$ cat config.mk
export PLATFORM = sky130hd
export DESIGN_NAME = char_lcd_write_sequencer
export DESIGN_NICKNAME = d
export VERILOG_FILES = /design/src/sv/clw_pkg.sv /design/src/sv/clw_front.sv /design/src/sv/clw_queue.sv /design/src/sv/clw_back.sv /design/src/sv/char_lcd_write_sequencer.sv
export SDC_FILE = /design/constraint.sdc
export NUM_CORES = 1
export LEC_CHECK = 0
export BUFFER_PORTS_ARGS = -buffer_cell sky130_fd_sc_hd__buf_4
export CAP_MARGIN = 20
export CELL_PAD_IN_SITES_DETAIL_PLACEMENT = 0
export CELL_PAD_IN_SITES_GLOBAL_PLACEMENT = 1
export CORE_AREA = 8 8 122 124
export CTS_CLUSTER_DIAMETER = 200
export DETAILED_ROUTE_END_ITERATION = 16
export DIE_AREA = 0 0 130 132
export PLACE_DENSITY = 0.81
export SLEW_MARGIN = 30
export SYNTH_ARGS = -nofsm -noshare
export SYNTH_HDL_FRONTEND = slang
export SYNTH_SLANG_ARGS = --single-unit
$ cat constraint.sdc
create_clock -name clk_i -period 4.27 [get_ports clk_i]
set_input_delay 0.2135 -clock clk_i [delete_from_list [all_inputs] [get_ports clk_i]]
set_output_delay 0.2135 -clock clk_i [all_outputs]
set_load 0.05 [all_outputs]
$ cat src/sv/clw_pkg.sv
// ----------------------------------------------------------------------------
// clw_pkg
// Types and constants shared by the display write sequencer modules.
// ----------------------------------------------------------------------------
`default_nettype none

package clw_pkg;

  typedef enum logic [1:0] {
    ACT_INIT   = 2'd0,
    ACT_PUT    = 2'd1,
    ACT_CLEAR  = 2'd2,
    ACT_STRING = 2'd3
  } clw_action_e;

  localparam logic [7:0] NibbleMask  = 8'h0f;
  localparam logic [7:0] CmdWake     = 8'h03 & NibbleMask;
  localparam logic [7:0] CmdFourBit  = 8'h02 & NibbleMask;
  localparam logic [7:0] CmdFunction = 8'h28;
  localparam logic [7:0] CmdDispOn   = 8'h0c;
  localparam logic [7:0] CmdEntry    = 8'h06;
  localparam logic [7:0] SpaceCode   = 8'h20;

  localparam logic [7:0] Line1Reset = 8'd128;
  localparam logic [7:0] Line2Reset = 8'd192;
  localparam logic [7:0] Line3Reset = 8'd148;
  localparam logic [7:0] Line4Reset = 8'd212;

  // last step of the init run (seven bytes)
  localparam logic [2:0] InitLastStep = 3'd6;

  // work item handed from front to back
  typedef struct packed {
    clw_action_e action;
    logic [7:0]  addr;       // set-address command (line base, plus column)
    logic [7:0]  data;
    logic        send_addr;
    logic        send_data;
  } clw_desc_t;

  typedef struct packed {
    logic [7:0] code;
    logic       nib;
  } clw_byte_t;

  function automatic clw_byte_t clw_init_byte(input logic [2:0] step);
    clw_byte_t b;
    case (step) inside
      3'd0, 3'd1, 3'd2: b = '{code: CmdWake,     nib: 1'b1};
      3'd3:             b = '{code: CmdFourBit,  nib: 1'b1};
      3'd4:             b = '{code: CmdFunction, nib: 1'b0};
      3'd5:             b = '{code: CmdDispOn,   nib: 1'b0};
      default:          b = '{code: CmdEntry,    nib: 1'b0};
    endcase
    return b;
  endfunction

endpackage

`default_nettype wire

$ cat src/sv/clw_front.sv
// ----------------------------------------------------------------------------
// clw_front
// Holds the line address registers, takes requests and turns each into a
// work item; requests that cause no bytes are consumed here.
// ----------------------------------------------------------------------------
`default_nettype none

module clw_front import clw_pkg::*; #(
  parameter int LINE_LENGTH = 20
) (
  input  wire logic        clk_i,
  input  wire logic        rst_ni,
  input  wire logic        cfg_we_i,
  input  wire logic [1:0]  cfg_index_i,
  input  wire logic [7:0]  cfg_data_i,
  input  wire logic        in_valid_i,
  output logic             in_ready_o,
  input  wire logic [1:0]  action_i,
  input  wire logic [1:0]  line_select_i,
  input  wire logic [4:0]  column_i,
  input  wire logic [5:0]  string_offset_i,
  input  wire logic [7:0]  char_code_i,
  output logic             push_valid_o,
  input  wire logic        push_ready_i,
  output clw_desc_t        push_desc_o
);

  localparam logic [5:0] LineLen = 6'(LINE_LENGTH);
  localparam logic [4:0] LastCol = 5'(LINE_LENGTH - 1);
  localparam logic [6:0] SpanLen = 7'(LINE_LENGTH);

  logic [7:0] line_base_q [4];
  logic [7:0] base;
  logic [4:0] col_clamped;
  logic [6:0] span;
  clw_desc_t  desc;

  always_ff @(posedge clk_i or negedge rst_ni) begin
    if (!rst_ni) begin
      line_base_q[0] <= Line1Reset;
      line_base_q[1] <= Line2Reset;
      line_base_q[2] <= Line3Reset;
      line_base_q[3] <= Line4Reset;
    end else if (cfg_we_i) begin
      line_base_q[cfg_index_i] <= cfg_data_i;
    end
  end

  always_comb begin
    base        = line_base_q[line_select_i];
    col_clamped = ({1'b0, column_i} >= LineLen) ? LastCol : column_i;
    span        = {2'b00, column_i} + {1'b0, string_offset_i};

    desc           = '0;
    desc.action    = clw_action_e'(action_i);
    desc.addr      = base;
    desc.data      = char_code_i;
    desc.send_addr = 1'b1;
    desc.send_data = 1'b1;
    unique case (desc.action)
      ACT_PUT: begin
        desc.addr = base + {3'b000, col_clamped};
      end
      ACT_STRING: begin
        // unclamped start; a start past the line end only fails the fit test
        desc.addr      = base + {3'b000, column_i};
        desc.send_addr = (string_offset_i == '0);
        desc.send_data = (span < SpanLen);
      end
      ACT_INIT, ACT_CLEAR: begin
      end
    endcase
  end

  assign in_ready_o   = push_ready_i;
  assign push_valid_o = in_valid_i & (desc.send_addr | desc.send_data);
  assign push_desc_o  = desc;

endmodule

`default_nettype wire

$ cat src/sv/clw_queue.sv
// ----------------------------------------------------------------------------
// clw_queue
// Two-entry queue of work items between front and back.
// ----------------------------------------------------------------------------
`default_nettype none

module clw_queue import clw_pkg::*; (
  input  wire logic       clk_i,
  input  wire logic       rst_ni,
  input  wire logic       push_valid_i,
  output logic            push_ready_o,
  input  clw_desc_t       push_desc_i,
  output logic            pop_valid_o,
  input  wire logic       pop_ready_i,
  output clw_desc_t       pop_desc_o
);

  clw_desc_t  entry_q [2];
  logic [1:0] count_q, count_d;
  logic       wr_ptr_q, rd_ptr_q;
  logic       push, pop;

  assign push_ready_o = (count_q != 2'd2);
  assign pop_valid_o  = (count_q != 2'd0);
  assign pop_desc_o   = entry_q[rd_ptr_q];
  assign push         = push_valid_i & push_ready_o;
  assign pop          = pop_valid_o & pop_ready_i;

  always_comb begin
    count_d = count_q;
    case ({push, pop})
      2'b10:   count_d = count_q + 2'd1;
      2'b01:   count_d = count_q - 2'd1;
      default: count_d = count_q;
    endcase
  end

  always_ff @(posedge clk_i or negedge rst_ni) begin
    if (!rst_ni) begin
      count_q  <= 2'd0;
      wr_ptr_q <= 1'b0;
      rd_ptr_q <= 1'b0;
    end else begin
      count_q <= count_d;
      if (push) wr_ptr_q <= ~wr_ptr_q;
      if (pop)  rd_ptr_q <= ~rd_ptr_q;
    end
  end

  always_ff @(posedge clk_i) begin
    if (push) entry_q[wr_ptr_q] <= push_desc_i;
  end

endmodule

`default_nettype wire

$ cat src/sv/clw_back.sv
// ----------------------------------------------------------------------------
// clw_back
// Expands one work item at a time into its byte run, one byte per cycle
// while the output is not stalled, into an output register.
// ----------------------------------------------------------------------------
`default_nettype none

module clw_back import clw_pkg::*; #(
  parameter int LINE_LENGTH = 20
) (
  input  wire logic        clk_i,
  input  wire logic        rst_ni,
  input  wire logic        pop_valid_i,
  output logic             pop_ready_o,
  input  clw_desc_t        pop_desc_i,
  output logic             out_valid_o,
  input  wire logic        out_ready_i,
  output logic             register_select_o,
  output logic [7:0]       code_byte_o,
  output logic             nibble_only_o,
  output logic             last_of_run_o
);

  localparam int ClrSteps = 2 * LINE_LENGTH;
  localparam int StepW    = (ClrSteps > 8) ? $clog2(ClrSteps) : 3;
  localparam logic [StepW-1:0] ClrLast = StepW'(ClrSteps - 1);

  logic             busy_q;
  logic [StepW-1:0] step_q;
  clw_desc_t        desc_q;
  logic             out_valid_q;
  logic             rs_q, nib_q, last_q;
  logic [7:0]       code_q;

  logic             advance, emit, load;
  logic             gen_rs, gen_nib, gen_last;
  logic [7:0]       gen_code;
  clw_byte_t        init_byte;
  logic [StepW-1:0] first_step;

  assign advance     = ~out_valid_q | out_ready_i;
  assign emit        = busy_q & advance;
  // next item may load in the cycle the current one sends its last byte
  assign pop_ready_o = ~busy_q | (emit & gen_last);
  assign load        = pop_valid_i & pop_ready_o;
  // a string char without address starts at the data step
  assign first_step  = (pop_desc_i.action == ACT_STRING && !pop_desc_i.send_addr)
                       ? StepW'(1) : '0;

  always_comb begin
    init_byte = clw_init_byte(step_q[2:0]);
    gen_rs    = 1'b0;
    gen_nib   = 1'b0;
    gen_code  = desc_q.addr;
    gen_last  = 1'b0;
    unique case (desc_q.action) inside
      ACT_INIT: begin
        gen_code = init_byte.code;
        gen_nib  = init_byte.nib;
        gen_last = (step_q[2:0] == InitLastStep);
      end
      ACT_CLEAR: begin
        if (step_q[0]) begin
          gen_rs   = 1'b1;
          gen_code = SpaceCode;
        end else begin
          gen_code = desc_q.addr + 8'(step_q >> 1);
        end
        gen_last = (step_q == ClrLast);
      end
      ACT_PUT, ACT_STRING: begin
        if (step_q[0]) begin
          gen_rs   = 1'b1;
          gen_code = desc_q.data;
          gen_last = 1'b1;
        end else begin
          gen_last = ~desc_q.send_data;
        end
      end
    endcase
  end

  always_ff @(posedge clk_i or negedge rst_ni) begin
    if (!rst_ni) begin
      busy_q      <= 1'b0;
      step_q      <= '0;
      out_valid_q <= 1'b0;
      desc_q      <= '0;
    end else begin
      if (advance) out_valid_q <= busy_q;
      if (load) begin
        busy_q <= 1'b1;
        step_q <= first_step;
        desc_q <= pop_desc_i;
      end else if (emit) begin
        busy_q <= ~gen_last;
        step_q <= step_q + StepW'(1);
      end
    end
  end

  always_ff @(posedge clk_i) begin
    if (emit) begin
      rs_q   <= gen_rs;
      code_q <= gen_code;
      nib_q  <= gen_nib;
      last_q <= gen_last;
    end
  end

  assign out_valid_o       = out_valid_q;
  assign register_select_o = rs_q;
  assign code_byte_o       = code_q;
  assign nibble_only_o     = nib_q;
  assign last_of_run_o     = last_q;

endmodule

`default_nettype wire

$ cat src/sv/char_lcd_write_sequencer.sv
// ----------------------------------------------------------------------------
// char_lcd_write_sequencer
// Turns character display requests into tagged bytes for a 4-bit panel.
// ----------------------------------------------------------------------------
// The front takes one request per cycle while its two-entry queue has room;
// requests that cause no bytes (a dropped string character) are consumed at
// once. The back sends one byte per cycle when the output is not stalled; a
// request's run has 7 bytes for init, 2 for put_char, 1 or 2 for string_char
// and 2*LINE_LENGTH for clear_line. The next request is loaded in the cycle
// the last byte is registered, so runs follow without a gap. Line addresses
// reset to 0x80, 0xc0, 0x94 and 0xd4; there is no clearing pass after reset.
// ----------------------------------------------------------------------------
`default_nettype none

module char_lcd_write_sequencer import clw_pkg::*; #(
  parameter int LINE_LENGTH = 20
) (
  input  wire logic        clk_i,
  input  wire logic        rst_ni,
  input  wire logic        cfg_we_i,
  input  wire logic [1:0]  cfg_index_i,
  input  wire logic [7:0]  cfg_data_i,
  input  wire logic        in_valid_i,
  output logic             in_ready_o,
  input  wire logic [1:0]  action_i,
  input  wire logic [1:0]  line_select_i,
  input  wire logic [4:0]  column_i,
  input  wire logic [5:0]  string_offset_i,
  input  wire logic [7:0]  char_code_i,
  output logic             out_valid_o,
  input  wire logic        out_ready_i,
  output logic             register_select_o,
  output logic [7:0]       code_byte_o,
  output logic             nibble_only_o,
  output logic             last_of_run_o
);

  logic      push_valid, push_ready, pop_valid, pop_ready;
  clw_desc_t push_desc, pop_desc;

  clw_front #(.LINE_LENGTH(LINE_LENGTH)) u_front (
    .clk_i,
    .rst_ni,
    .cfg_we_i,
    .cfg_index_i,
    .cfg_data_i,
    .in_valid_i,
    .in_ready_o,
    .action_i,
    .line_select_i,
    .column_i,
    .string_offset_i,
    .char_code_i,
    .push_valid_o (push_valid),
    .push_ready_i (push_ready),
    .push_desc_o  (push_desc)
  );

  clw_queue u_queue (
    .clk_i,
    .rst_ni,
    .push_valid_i (push_valid),
    .push_ready_o (push_ready),
    .push_desc_i  (push_desc),
    .pop_valid_o  (pop_valid),
    .pop_ready_i  (pop_ready),
    .pop_desc_o   (pop_desc)
  );

  clw_back #(.LINE_LENGTH(LINE_LENGTH)) u_back (
    .clk_i,
    .rst_ni,
    .pop_valid_i  (pop_valid),
    .pop_ready_o  (pop_ready),
    .pop_desc_i   (pop_desc),
    .out_valid_o,
    .out_ready_i,
    .register_select_o,
    .code_byte_o,
    .nibble_only_o,
    .last_of_run_o
  );

endmodule

`default_nettype wire

# Word-level counts from Yosys, hierarchy flattened
# Memory sizes are Yosys's and may differ from the RTL's.
# Index checks and enable logic that the tools add are counted.
# word_totals
ram_bits	40
word_cells	102
rom_bits	0
memories	1
out_inout_bits	13
input_bits	38
reg_bits	74
latch_bits	0
# classes
div_mod_pow	0
eq_ne	16
order_cmp	5
n_addsub	7
n_reduce_logical	12
multipliers	0
bitwise_logic	16
shift	0
n_mux	27
# mem_list
name	words	word_bits	read_ports	rd_ports_with_merged_regs	wr	line_no	rtl
u_queue.entry_q	2	20	1	0	1	clw_queue.sv:18	clw_desc_t entry_q [2];
# ops
op	count
two-way mux 8 bit	5
bitwise mux 32 bit	1
adder 8 x 5 -> 8 bit	3
one-hot mux 8 bit (3 select lines)	1
two-way mux 9 bit	2
binary-select mux 8 bit (select 2 bit)	1
demux 8 bit (select 2 bit)	1
one-hot mux 8 bit (2 select lines)	1
two-way mux 6 bit	2
equality test 2 bit, second input constant	5
two-way mux 5 bit	2
equality test 3 bit, second input constant	3
adder 5 x 6 -> 7 bit	1
less-than comparator 7 x 5 -> 1 bit, second input constant	1
two-way mux 1 bit	7
two-way mux 7 bit	1
adder 6 x 1 -> 6 bit, second input constant	1
equality test 2 x 1 -> 1 bit, second input constant	3
equality test 3 x 2 -> 1 bit, second input constant	2
equality test 6 bit, second input constant	1
greater-or-equal comparator 3 bit, second input constant	2
zero test 6 bit	1
NOT 1 bit	6
NOT 2 -> 3 bit	2
18 further kinds	28

# Logic depth before layout (Yosys ltp)
# Gate-level depths: netlist of run 1.
# depth
ltp_word	8
ltp_mapped	11

# Hierarchy
# From an unflattened synthesis of run 1, not the netlist that was laid out.
# unflattened
hier_cells	421
hier_area_um2	5816.8
# modules_own_cells
module	n_inst	seq_area_each_um2	cells_each	area_per_inst_um2
clw_back	1	1006.0	179	2133.3
clw_front	1	813.3	163	2052.0
clw_queue	1	1301.2	79	1631.6

# Least setup slack after synthesis of run 1
# Ideal clock, no wire load.
# synth_path
path_kind	register to register
startpoint	register u_queue.count_q[0]
endpoint	memory u_queue.entry_q[0][0] in the netlist's numbering, enable pin
stages_incl_launch_ff	6
n_path_buf	0
setup_time_ns	0.397
arrival_time_ns	2.272
path_slack_ns	1.601
required_time_ns	3.873
cell_sequence	dfrtp_1 -> nand2b_1 -> and2_0 -> and4_1 -> a32oi_1 -> nor2_1
# synth_between
elab_chain_len	4
# synth_lines
element	line_no	rtl
start: declaration	clw_queue.sv:19	logic [1:0] count_q, count_d;
start signal: assignment	clw_queue.sv:44	count_q <= count_d;
inequality test 2 bit	clw_queue.sv:23	assign push_ready_o = (count_q != 2'd2);
net in_ready_o	char_lcd_write_sequencer.sv:24	output logic in_ready_o,
AND 1 bit	clw_queue.sv:26	assign push = push_valid_i & push_ready_o;
two-way mux 1 bit	clw_queue.sv:51	if (push) entry_q[wr_ptr_q] <= push_desc_i;
two-way mux 1 bit (not written as such)	clw_queue.sv:51	
end: declaration	clw_queue.sv:18	
# The timed path passes the listed nets, and every way through them passes these cells.

==> metrics.yaml, run 1 <==
status:
  outcome: "complete, no violations"
clock_network:
  cts_hold_buffers: 10
  tritoncts: "yes"
  clock-sinks: 114
  clockBufferDepth: 2
  cts_root_buf: "clkbuf_16"
  postCtsSetupRepairBufs: 0
  numCtsBuffers: 17
  ctsResizeCount: 0
  htree_num_levels: 4
  clk_pin_slew_ps: 50
  clk_latency_ps: 410
yosys:
  syn-num-nets: 485
  netlist_instances: 425
  synth_area_per_cell_um2: 13.2
  netlist_area_um2: 5590
  ys_ff_latch: 114
  synthFlopType: "dfrtp_1"
  synth_edf_count: 51
  synth.distinct_cells: 58
  ys_warn_count: 0
  synth-async-reset-ratio_pct: 55.3
  yosysSeqAreaShare_pct: 55.8
power_and_ir_drop:
  peakVddDrop_mv: 0.258
  leakage_nw: 2.79
  power.density_nw_per_um2: 718
  p_total_mw: 4.94
sta:
  rsz0062_at_grt: "false"
  timing.slew.headroom_pct: 46.6
  finClkSkew_ps: 5.98
  tns_ps: 0
  worst_slew_pin_slew_ps: 797
  finalSetupViolations: 0
  max_freq_ghz: 0.380
  slew_violations: 0
  hold_viol: 0
  period_minus_slack_ps: 2630
  whs_ps: 61.4
  period_share_pct: 61.6
route:
  final_antenna_net_count: 0
  dr.pass1.iters: 4
  drt_iter0_drc: 186
  wl_met3_um: 423
  wl_met1_mm: 4.42
  wl_met2_mm: 5.36
  num_vias: 3526
  drc: 0
  routed_wl_mm: 10.5
  wl_per_cell_um: 15.4
  viasPerCell: 5.18
  highest_layer: "met4"
flow_run:
  maxCapViolations: 0
floorplanning:
  die_w_um: 130
  start_util_pct: 43.1
  core_area_um2: 13000
  dieArea_um2: 17200
  die_height_um: 132
  pin_count: 51
  rows: 42
setup_path:
  worstPathMaxFanout: 4
  critPathArrivalTime_ps: 2780
  cp-start-kind: "primary input"
  path_class: "in2reg"
  endpoint_kind: "flop"
  critPathRequiredTime_ps: 4420
layout:
  multi_input_area_um2: 2360
  drive_above_1_share_pct: 31.9
  fillers: 1103
  final_cell_mix: "buf_4 (54), dfrtp_1 (53), edfxtp_1 (51)"
  areaGrowthSynthToFinish_pct: 23.0
  diodes: 0
  final_nets: 552
  regArea_um2: 3120
  layout_commonest_cell: "buf_4"
global_routing:
  grt-ovfl-total: 0
  grt_use_total_pct: 13.4
  grt_pass1_wl_mm: 18.1
  antenna_found_initial: 0
  grt_pass1_vias: 3802
  grt_max_degree: 64
placement:
  io_buffers: 50
  gp_congestion: 0.789
  dp_hpwl_mm: 7.51
worst_hold_path:
  hold_class: "in2reg"
## cell families (layout without fill, tap and decap cells)
family	after synthesis	after routing	synth area share [%]
xor+xnor	16	16	2.51
simple gates	98	98	8.93
compound gates	81	81	10.3
flops	114	114	55.8
buf+inv	23	103	2.06
fa+ha+maj	22	22	5.19
mux	71	71	15.2
## synthesized netlist by cell type, drive strengths merged, types with 6 or more instances
cell type  count  area [um^2]
nor2          36          135
mux2i         22          220
mux2          42          473
nand3          6         30.0
a21o           6         45.0
nand2         15         56.3
a21oi         28          178
mux4           7          158
clkbuf         7         26.3
dfstp         10          263
edfxtp        51         1530
o21ai         12         60.1
xor2           8         70.1
inv            7         26.3
nand2b         8         50.1
nor3           7         35.0
buf            9         62.6
xnor2          8         70.1
dfrtp         53         1330
ha            20          250
## worst max-delay path: stages
cell and delay (ps):
dlygate4sd3_1 530, buf_4 120, nand2_1 90, o211a_1 150, or2_2 270, ha_1 240
fa_1 410, a21o_1 170, a21oi_1 220, xnor2_1 100, mux2_2 280
## worst paths after layout
path                                  start                 endpoint  slack, ps  cells after the start
min in group asynchronous            rst_ni  u_front.line_base_q[30]        440                      2
min reg2reg                u_queue.wr_ptr_q         u_queue.wr_ptr_q        490                      1
max in group asynchronous            rst_ni            u_back.busy_q       3320                      2
max                             action_i[1]   u_queue.entry_q[1][14]       1640                     11
min                           cfg_data_i[5]  u_front.line_base_q[21]         60                      2
max reg2reg                u_back.step_q[0]        u_back.desc_q[18]       1660                      7
## power breakdown
part | switching [mW] | internal, mW
Clock | 0.464 | 1.02
Combinational | 0.942 | 0.698
Sequential | 0.268 | 1.56
## stage by stage
step / std cells / util (%) / setup WS (ps) / cell area, um^2
final: 681 / 53.0 / 1640 / 6880
after CTS: 681 / 53.0 / 1620 / 6880
after detailed placement: 639 / 47.2 / 1640 / 6130
after global routing: 681 / 53.0 / 1430 / 6880
after global placement: 639 / 47.2 / 1650 / 6130
after floorplan: 425 / - / 1600 / 5590
## sequential cells by signal, summed over array words and instances (netlist names), 2 cells and up
name                 cells
u_queue.count_q          2
u_back.code_byte_o       8
u_queue.entry_q         40
u_back.desc_q           19
u_back.step_q            6
u_front.line_base_q     32
## per-layer routing
layer,track usage [%],vias to the layer above
met3,3.84,19
li1,-,1732
met1,15.0,1707
met5,0,-
met2,22.8,68
met4,6.71,0
## area by class of cell
cell class,instances,share of cell area [%]
timing repair buffer,64,7.35
inverter,7,0.382
multi-input combinational,288,34.3
tap,176,3.20
clock buffer,26,8.66
clock inverter,6,0.800
sequential,114,45.4
(Power assumes the default switching activity.)
==> run 2, diff against run 1 <==
- ABC_AREA: not set -> 1
- CORE_AREA: 8 8 122 124 -> 8 8 123 125
- DIE_AREA: 0 0 130 132 -> 0 0 131 133
- PLACE_DENSITY: 0.81 -> 0.83
- clock period: 4.27 -> 2.75 ns (I/O delays scaled with it)
==> metrics.yaml, run 2 <==
placement:
  dp_hpwl_mm: 8.12  # +8.1%
  gp_congestion: 0.837  # +6.0%
  io_buffers: 50  # unchanged
  place_ws_ps: 494  # -1140 ps
layout:
  drive_above_1_share_pct: 20.7  # -11 points
  areaGrowthSynthToFinish_pct: 22.6
  largest_reg_flops: 40  # unchanged
  final_cell_mix: "nand2_1 (130), o21ai_0 (63), buf_4 (54)"
  diodes: 0  # unchanged
  final_nets: 695  # +26%
  largest_register: "u_queue.entry_q"
  layout_commonest_cell: "nand2_1"
  reg_top3: "u_queue.entry_q (40), u_front.line_base_q (32), u_back.desc_q (19)"
clock_network:
  numCtsBuffers: 17  # unchanged
  htree_num_levels: 4  # unchanged
  postCtsSetupRepairBufs: 0  # unchanged
  clk_pin_slew_ps: 50  # about the same
  clk_latency_ps: 420  # about the same
  clockBufferDepth: 2  # unchanged
  tritoncts: "yes"
  cts_root_buf: "clkbuf_16"
  clock-sinks: 114  # unchanged
floorplanning:
  die_w_um: 131  # +0.77%
  die_height_um: 133  # +0.76%
  pin_count: 51  # unchanged
  dieArea_um2: 17400  # +1.5%
  core_area_um2: 13100  # +0.81%
  rows: 42  # unchanged
  start_util_pct: 43.1  # about the same
setup_path:
  r2r-end: "u_queue.count_q[1]"
  worst_path_most_repeated_cell: "nand2_1"
  r2r-start: "u_back.step_q[0]"
  rr_worst_depth: 14  # +7
  critPathArrivalTime_ps: 2390  # -390 ps
  cpPeakStageDelay_ps: 540  # about the same
  crit_start: "action_i[0]"
  rrSetupSlack_ps: 550  # -1110 ps
  critPathRequiredTime_ps: 2900  # -1520 ps
  setup.worst_path.end: "u_queue.entry_q[0][16]"
  path_cells: "dlygate4sd3_1, buf_4, nand2_1, inv_1, nor2_1, o21ai_0, nand2_1, ha_1, fa_1, nand3_1, nand2_1, nand2_1, nand2_1, nand3_1, xnor2_1"
  path_class: "in2reg"
  cp-start-kind: "primary input"
  endpoint_kind: "flop"
  worstPathMaxFanout: 10  # +6
  slowest_stage: "dlygate4sd3_1"
sta:
  max_freq_ghz: 0.447
  period_share_pct: 81.4
  timing.slew.headroom_pct: 45.7  # -0.90 points
  rsz0062_at_grt: "false"
  finalSetupViolations: 0  # unchanged
  worst_slew_pin_slew_ps: 814  # +16.9 ps
  slew_violations: 0  # unchanged
  finClkSkew_ps: 7.60  # +1.62 ps
  hold_viol: 0  # unchanged
  setup_ws_ps: 512  # -1130 ps
  tns_ps: 0  # unchanged
  period_minus_slack_ps: 2240
global_routing:
  grt_use_total_pct: 14.1  # +0.67 points
  grt_pass1_vias: 4128  # +8.6%
  grt_max_degree: 64  # unchanged
  antenna_found_initial: 0  # unchanged
  grt_pass1_wl_mm: 19.3  # +6.7%
  grt-ovfl-total: 0  # unchanged
route:
  viasPerCell: 4.97  # -3.9%
  final_antenna_net_count: 0  # unchanged
  dr.pass1.iters: 5  # +1
  drt_iter0_drc: 297  # +60%
  routed_wl_mm: 11.2  # +7.1%
  drc: 0  # unchanged
  num_vias: 4098  # +16%
  wl_per_cell_um: 13.6  # -11%
yosys:
  ys_ff_latch: 114  # unchanged
  netlist_instances: 566  # +33%
  synth_area_leaders: "edfxtp_1 (27%), dfrtp_1 (24%), nand2_1 (8.7%)"
  synth_commonest_cells: "nand2_1 (130), o21ai_0 (63), dfrtp_1 (53)"
  ys_warn_count: 0  # unchanged
  syn-num-nets: 626  # +29%
  synth_area_per_cell_um2: 9.95  # -24%
  yosysSeqAreaShare_pct: 55.4  # -0.41 points
  synth.distinct_cells: 41  # -29%
  synth.most_common_cell: "nand2_1"
  synth-async-reset-ratio_pct: 55.3  # unchanged
  synth_top_area_cell: "edfxtp_1"
  synth_top_area_share_pct: 27.2  # -0.20 points
  synth_edf_count: 51  # unchanged
  synthFlopType: "dfrtp_1"
  netlist_area_um2: 5630  # +0.74%
power_and_ir_drop:
  p_total_mw: 7.44  # +51%
  leakage_nw: 3.12  # +12%
  peakVddDrop_mv: 0.528  # +100%
  power.density_nw_per_um2: 1080  # +50%
worst_hold_path:
  hold_class: "in2reg"
flow_run:
  maxCapViolations: 0  # unchanged
status:
  outcome: "complete, no violations"
==> run 2: cell types whose count changed after synthesis, sizes merged, moves of 6 or more <==
cell | previous run | this run
nand2b | 8 | 0
o21ai | 12 | 84
mux2 | 42 | 0
a21oi | 28 | 13
nand2 | 15 | 137
a21o | 6 | 0
o22ai | 0 | 7
inv | 7 | 51
mux4 | 7 | 0
nand3 | 6 | 25
==> run 2: kinds of logic (layout without fill, tap and decap cells) <==
kind of cell	count (synthesis)	in the layout	synth area share, %
AOI/OAI and AO/OA	118	118	12.6
xor gates and xnor gates	10	10	1.69
adders and majority gates	22	22	5.15
buffers and inverters	70	152	5.49
DFF	114	114	55.4
muxes	17	17	3.02
and+or+nand+nor	215	215	16.6
==> run 2: per-stage QoR <==
stage | instances | instance area, um^2 | util [%] | hold WS, ps
after floorplan | 566 | 5630 | - | -158
after global placement | 779 | 6170 | 47.1 | 266
after detailed placement | 779 | 6170 | 47.1 | 282
after CTS | 824 | 6910 | 52.8 | 0.404
after global routing | 824 | 6910 | 52.8 | 31.5
final | 824 | 6910 | 52.8 | 12.7
==> run 2: how the worst min path moves through the flow <==
stage | start | endpoint | cells after the start
after floorplan | rst_ni | u_back.busy_q | 0
after global placement | rst_ni | u_back.out_valid_o | 1
after detailed placement | rst_ni | u_back.desc_q[2] | 1
after CTS | cfg_data_i[2] | u_front.line_base_q[10] | 3
after global routing | cfg_data_i[6] | u_front.line_base_q[6] | 3
final | cfg_data_i[2] | u_front.line_base_q[10] | 3
==> run 2: area by class of cell <==
class                   count  area (um^2)
fillers                  1132         6180
flip-flops and latches    114         3120
multi-input cells         382         2200
repair buffers             68          556
clock buffers              24          546
well taps                 176          220
inverters                  52          195
clock inverters             8         67.6
==> run 2: metal layers <==
layer  track usage (%)  wire length, um  share of wire (%)  vias to the layer above
met3              4.62              572                5.1                       16
met4              5.74              163                1.5                        0
met5                 0                0                  0                        -
met1              16.6             4870                 43                     1927
li1                  -                -                  -                     2063
met2              23.0             5610                 50                       92
==> run 2: power breakdown <==
part           switching, mW  internal, mW  leakage [nW]
sequential             0.343          2.37          1.24
clock                  0.732          1.46         0.307
combinational           1.60         0.929          1.57
==> run 2: critical path, delay by kind of cell <==
kind,cells,cell delay [ps]
and+or+nand+nor,8,620
adders and majority gates,2,660
xor gates and xnor gates,1,80
buffers and inverters,3,800
AOI/OAI and AO/OA,1,100
==> run 2: repair_timing <==
item                                   CTS  global route
hold buffers                            13             0
gates resized for setup                  0             0
endpoints found under the hold margin   77             0
==> run 3, diff against run 2 <==
- CORE_AREA: 8 8 123 125 -> 8 8 125 127
- DIE_AREA: 0 0 131 133 -> 0 0 133 135
- PLACE_DENSITY: 0.83 -> 0.84
- clock period: 2.75 -> 1.91 ns (I/O delays scaled with it)
==> metrics.yaml, run 3 (synthesized netlist as in run 2, its figures left out) <==
power_and_ir_drop:
  leakage_nw: 3.32  # +6.5%
  peakVddDrop_mv: 0.715  # +35%
  p_total_mw: 11.0  # +48%
  power.density_nw_per_um2: 1480  # +38%
sta:
  period_minus_slack_ps: 2040
  worst_slew_pin_slew_ps: 820  # +5.49 ps
  max_freq_ghz: 0.489
  hold_viol: 0  # unchanged
  finClkSkew_ps: 7.28  # -0.313 ps
  rsz0062_at_grt: "true"
  period_share_pct: 107
  setup_ws_ps: -135  # -647 ps
  finalSetupViolations: 6  # +6
  timing.slew.headroom_pct: 45.4  # -0.37 points
  slew_violations: 0  # unchanged
layout:
  final_nets: 743  # +6.9%
  reg_top3: "u_queue.entry_q (40), u_front.line_base_q (32), u_back.desc_q (19)"
  largest_reg_flops: 40  # unchanged
  diodes: 0  # unchanged
  areaGrowthSynthToFinish_pct: 31.9
  layout_commonest_cell: "nand2_1"
  final_cell_mix: "nand2_1 (122), buf_4 (93), o21ai_0 (51), edfxtp_1 (51), dfrtp_1 (49)"
  finish.instance_area_um2: 7430  # +7.6%
  drive_above_1_share_pct: 31.2  # +10 points
  fin_util_pct: 54.6  # +1.8 points
  largest_register: "u_queue.entry_q"
  fillers: 1181  # +4.3%
placement:
  placed_area_um2: 6440  # +4.5%
  place_ws_ps: -209  # -702 ps
  io_buffers: 50  # unchanged
  gp_congestion: 0.904  # +8.0%
  dp_hpwl_mm: 8.55  # +5.3%
route:
  drc: 0  # unchanged
  drt_iter0_drc: 261  # -12%
  routed_wl_mm: 12.2  # +8.5%
  final_antenna_net_count: 0  # unchanged
  num_vias: 4291  # +4.7%
  wl_per_cell_um: 13.9  # +2.0%
  viasPerCell: 4.90  # -1.5%
  dr.pass1.iters: 4  # -1
setup_path:
  cp-start-kind: "flop"
  critPathRequiredTime_ps: 2070  # -830 ps
  endpoint_kind: "flop"
  path_class: "reg2reg"
  critPathArrivalTime_ps: 2210  # -180 ps
  worstPathMaxFanout: 4  # -6
floorplanning:
  start_util_pct: 41.4  # -1.7 points
  core_area_um2: 13600  # +4.0%
  pin_count: 51  # unchanged
  die_w_um: 133  # +1.5%
  rows: 43  # +2.4%
  die_height_um: 135  # +1.5%
  dieArea_um2: 18000  # +3.1%
status:
  outcome: "finished with violations"
  violations: "negative setup slack"
worst_hold_path:
  hold_class: "in2reg"
clock_network:
  numCtsBuffers: 17  # unchanged
  clock-sinks: 114  # unchanged
  htree_num_levels: 4  # unchanged
  clk_latency_ps: 410  # about the same
  tritoncts: "yes"
  clk_pin_slew_ps: 50  # about the same
  cts_root_buf: "clkbuf_16"
  clockBufferDepth: 2  # unchanged
global_routing:
  grt_pass1_vias: 4401  # +6.6%
  grt_max_degree: 64  # unchanged
  grt_pass1_wl_mm: 20.3  # +5.3%
  grt-ovfl-total: 0  # unchanged
  grt_use_total_pct: 14.2  # +0.064 points
  antenna_found_initial: 0  # unchanged
flow_run:
  maxCapViolations: 0  # unchanged
## run 3: cell types whose count changed in the layout (fill, tap and decap cells not counted), sizes merged
cell	delta
buf	+42
dlygate4sd3	+6
bufinv	-1
clkbuf	+1
clkinv	+1
clkinvlp	-1
## run 3: worst paths after layout
| path | start | to | slack, ps | cells past startpoint |
|---|---|---|---|---|
| worst min-delay path | action_i[0] | u_queue.entry_q[0][18] | 70 | 2 |
| min in group asynchronous | rst_ni | u_back.desc_q[2] | 330 | 2 |
| worst max-delay path | u_front.line_base_q[2] | u_queue.entry_q[1][15] | -130 | 11 |
| max in group asynchronous | rst_ni | u_back.step_q[3] | 1000 | 2 |
| worst min register to register | u_back.desc_q[8] | u_back.desc_q[8] | 480 | 2 |
| worst max register to register | u_front.line_base_q[2] | u_queue.entry_q[1][15] | -130 | 11 |
## run 3: layout make-up
| class | count | area [um^2] | share of cell area, % |
|---|---|---|---|
| clock buffer | 25 | 475 | 6.40 |
| inverter | 52 | 200 | 2.69 |
| sequential | 114 | 3130 | 42.1 |
| timing repair buffer | 116 | 960 | 12.9 |
| clock inverter | 7 | 35.0 | 0.471 |
| tap | 180 | 225 | 3.03 |
| multi-input combinational | 382 | 2410 | 32.4 |
## run 3: worst max-delay path, stage by stage, from the launching register on
cell and delay [ps]:
dfstp_2 530, nor2_1 50, o22ai_2 250, ha_4 250
buf_6 120, nand4_1 80, o211ai_1 150, buf_4 170
nand2_2 40, nand2_1 40, nand2_1 70, inv_2 40
## run 3: report_power, final
| part | switching (mW) | internal (mW) |
|---|---|---|
| logic | 2.61 | 1.82 |
| clock network | 0.991 | 1.70 |
| registers | 0.474 | 3.42 |
| total | 4.07 | 6.95 |
## run 3: timing repair
item | in CTS | in global routing
hold buffers | 19 | 0
pin swaps | 16 | 18
setup endpoints to repair | 7 | 18
gates resized for setup | 9 | 46
hold endpoints to repair | 94 | 0
setup buffers | 8 | 7
## run 3: routing by layer
| metal | track usage, % | vias to the layer above | part of all wire, % |
|---|---|---|---|
| met3 | 4.64 | 18 | 3.8 |
| li1 | - | 2158 | - |
| met5 | 0 | - | 0 |
| met2 | 24.8 | 87 | 52 |
| met1 | 15.2 | 2028 | 42 |
| met4 | 6.50 | 0 | 2.0 |
## run 3: per-stage QoR
step / instances / hold slack, ps / TNS (ps)
after floorplan: 566 / -200 / 0
after global placement: 810 / 229 / -131
after detailed placement: 810 / 241 / -1350
after CTS: 869 / 41.1 / -453
after global routing: 876 / 71.0 / -1460
final: 876 / 74.3 / -586
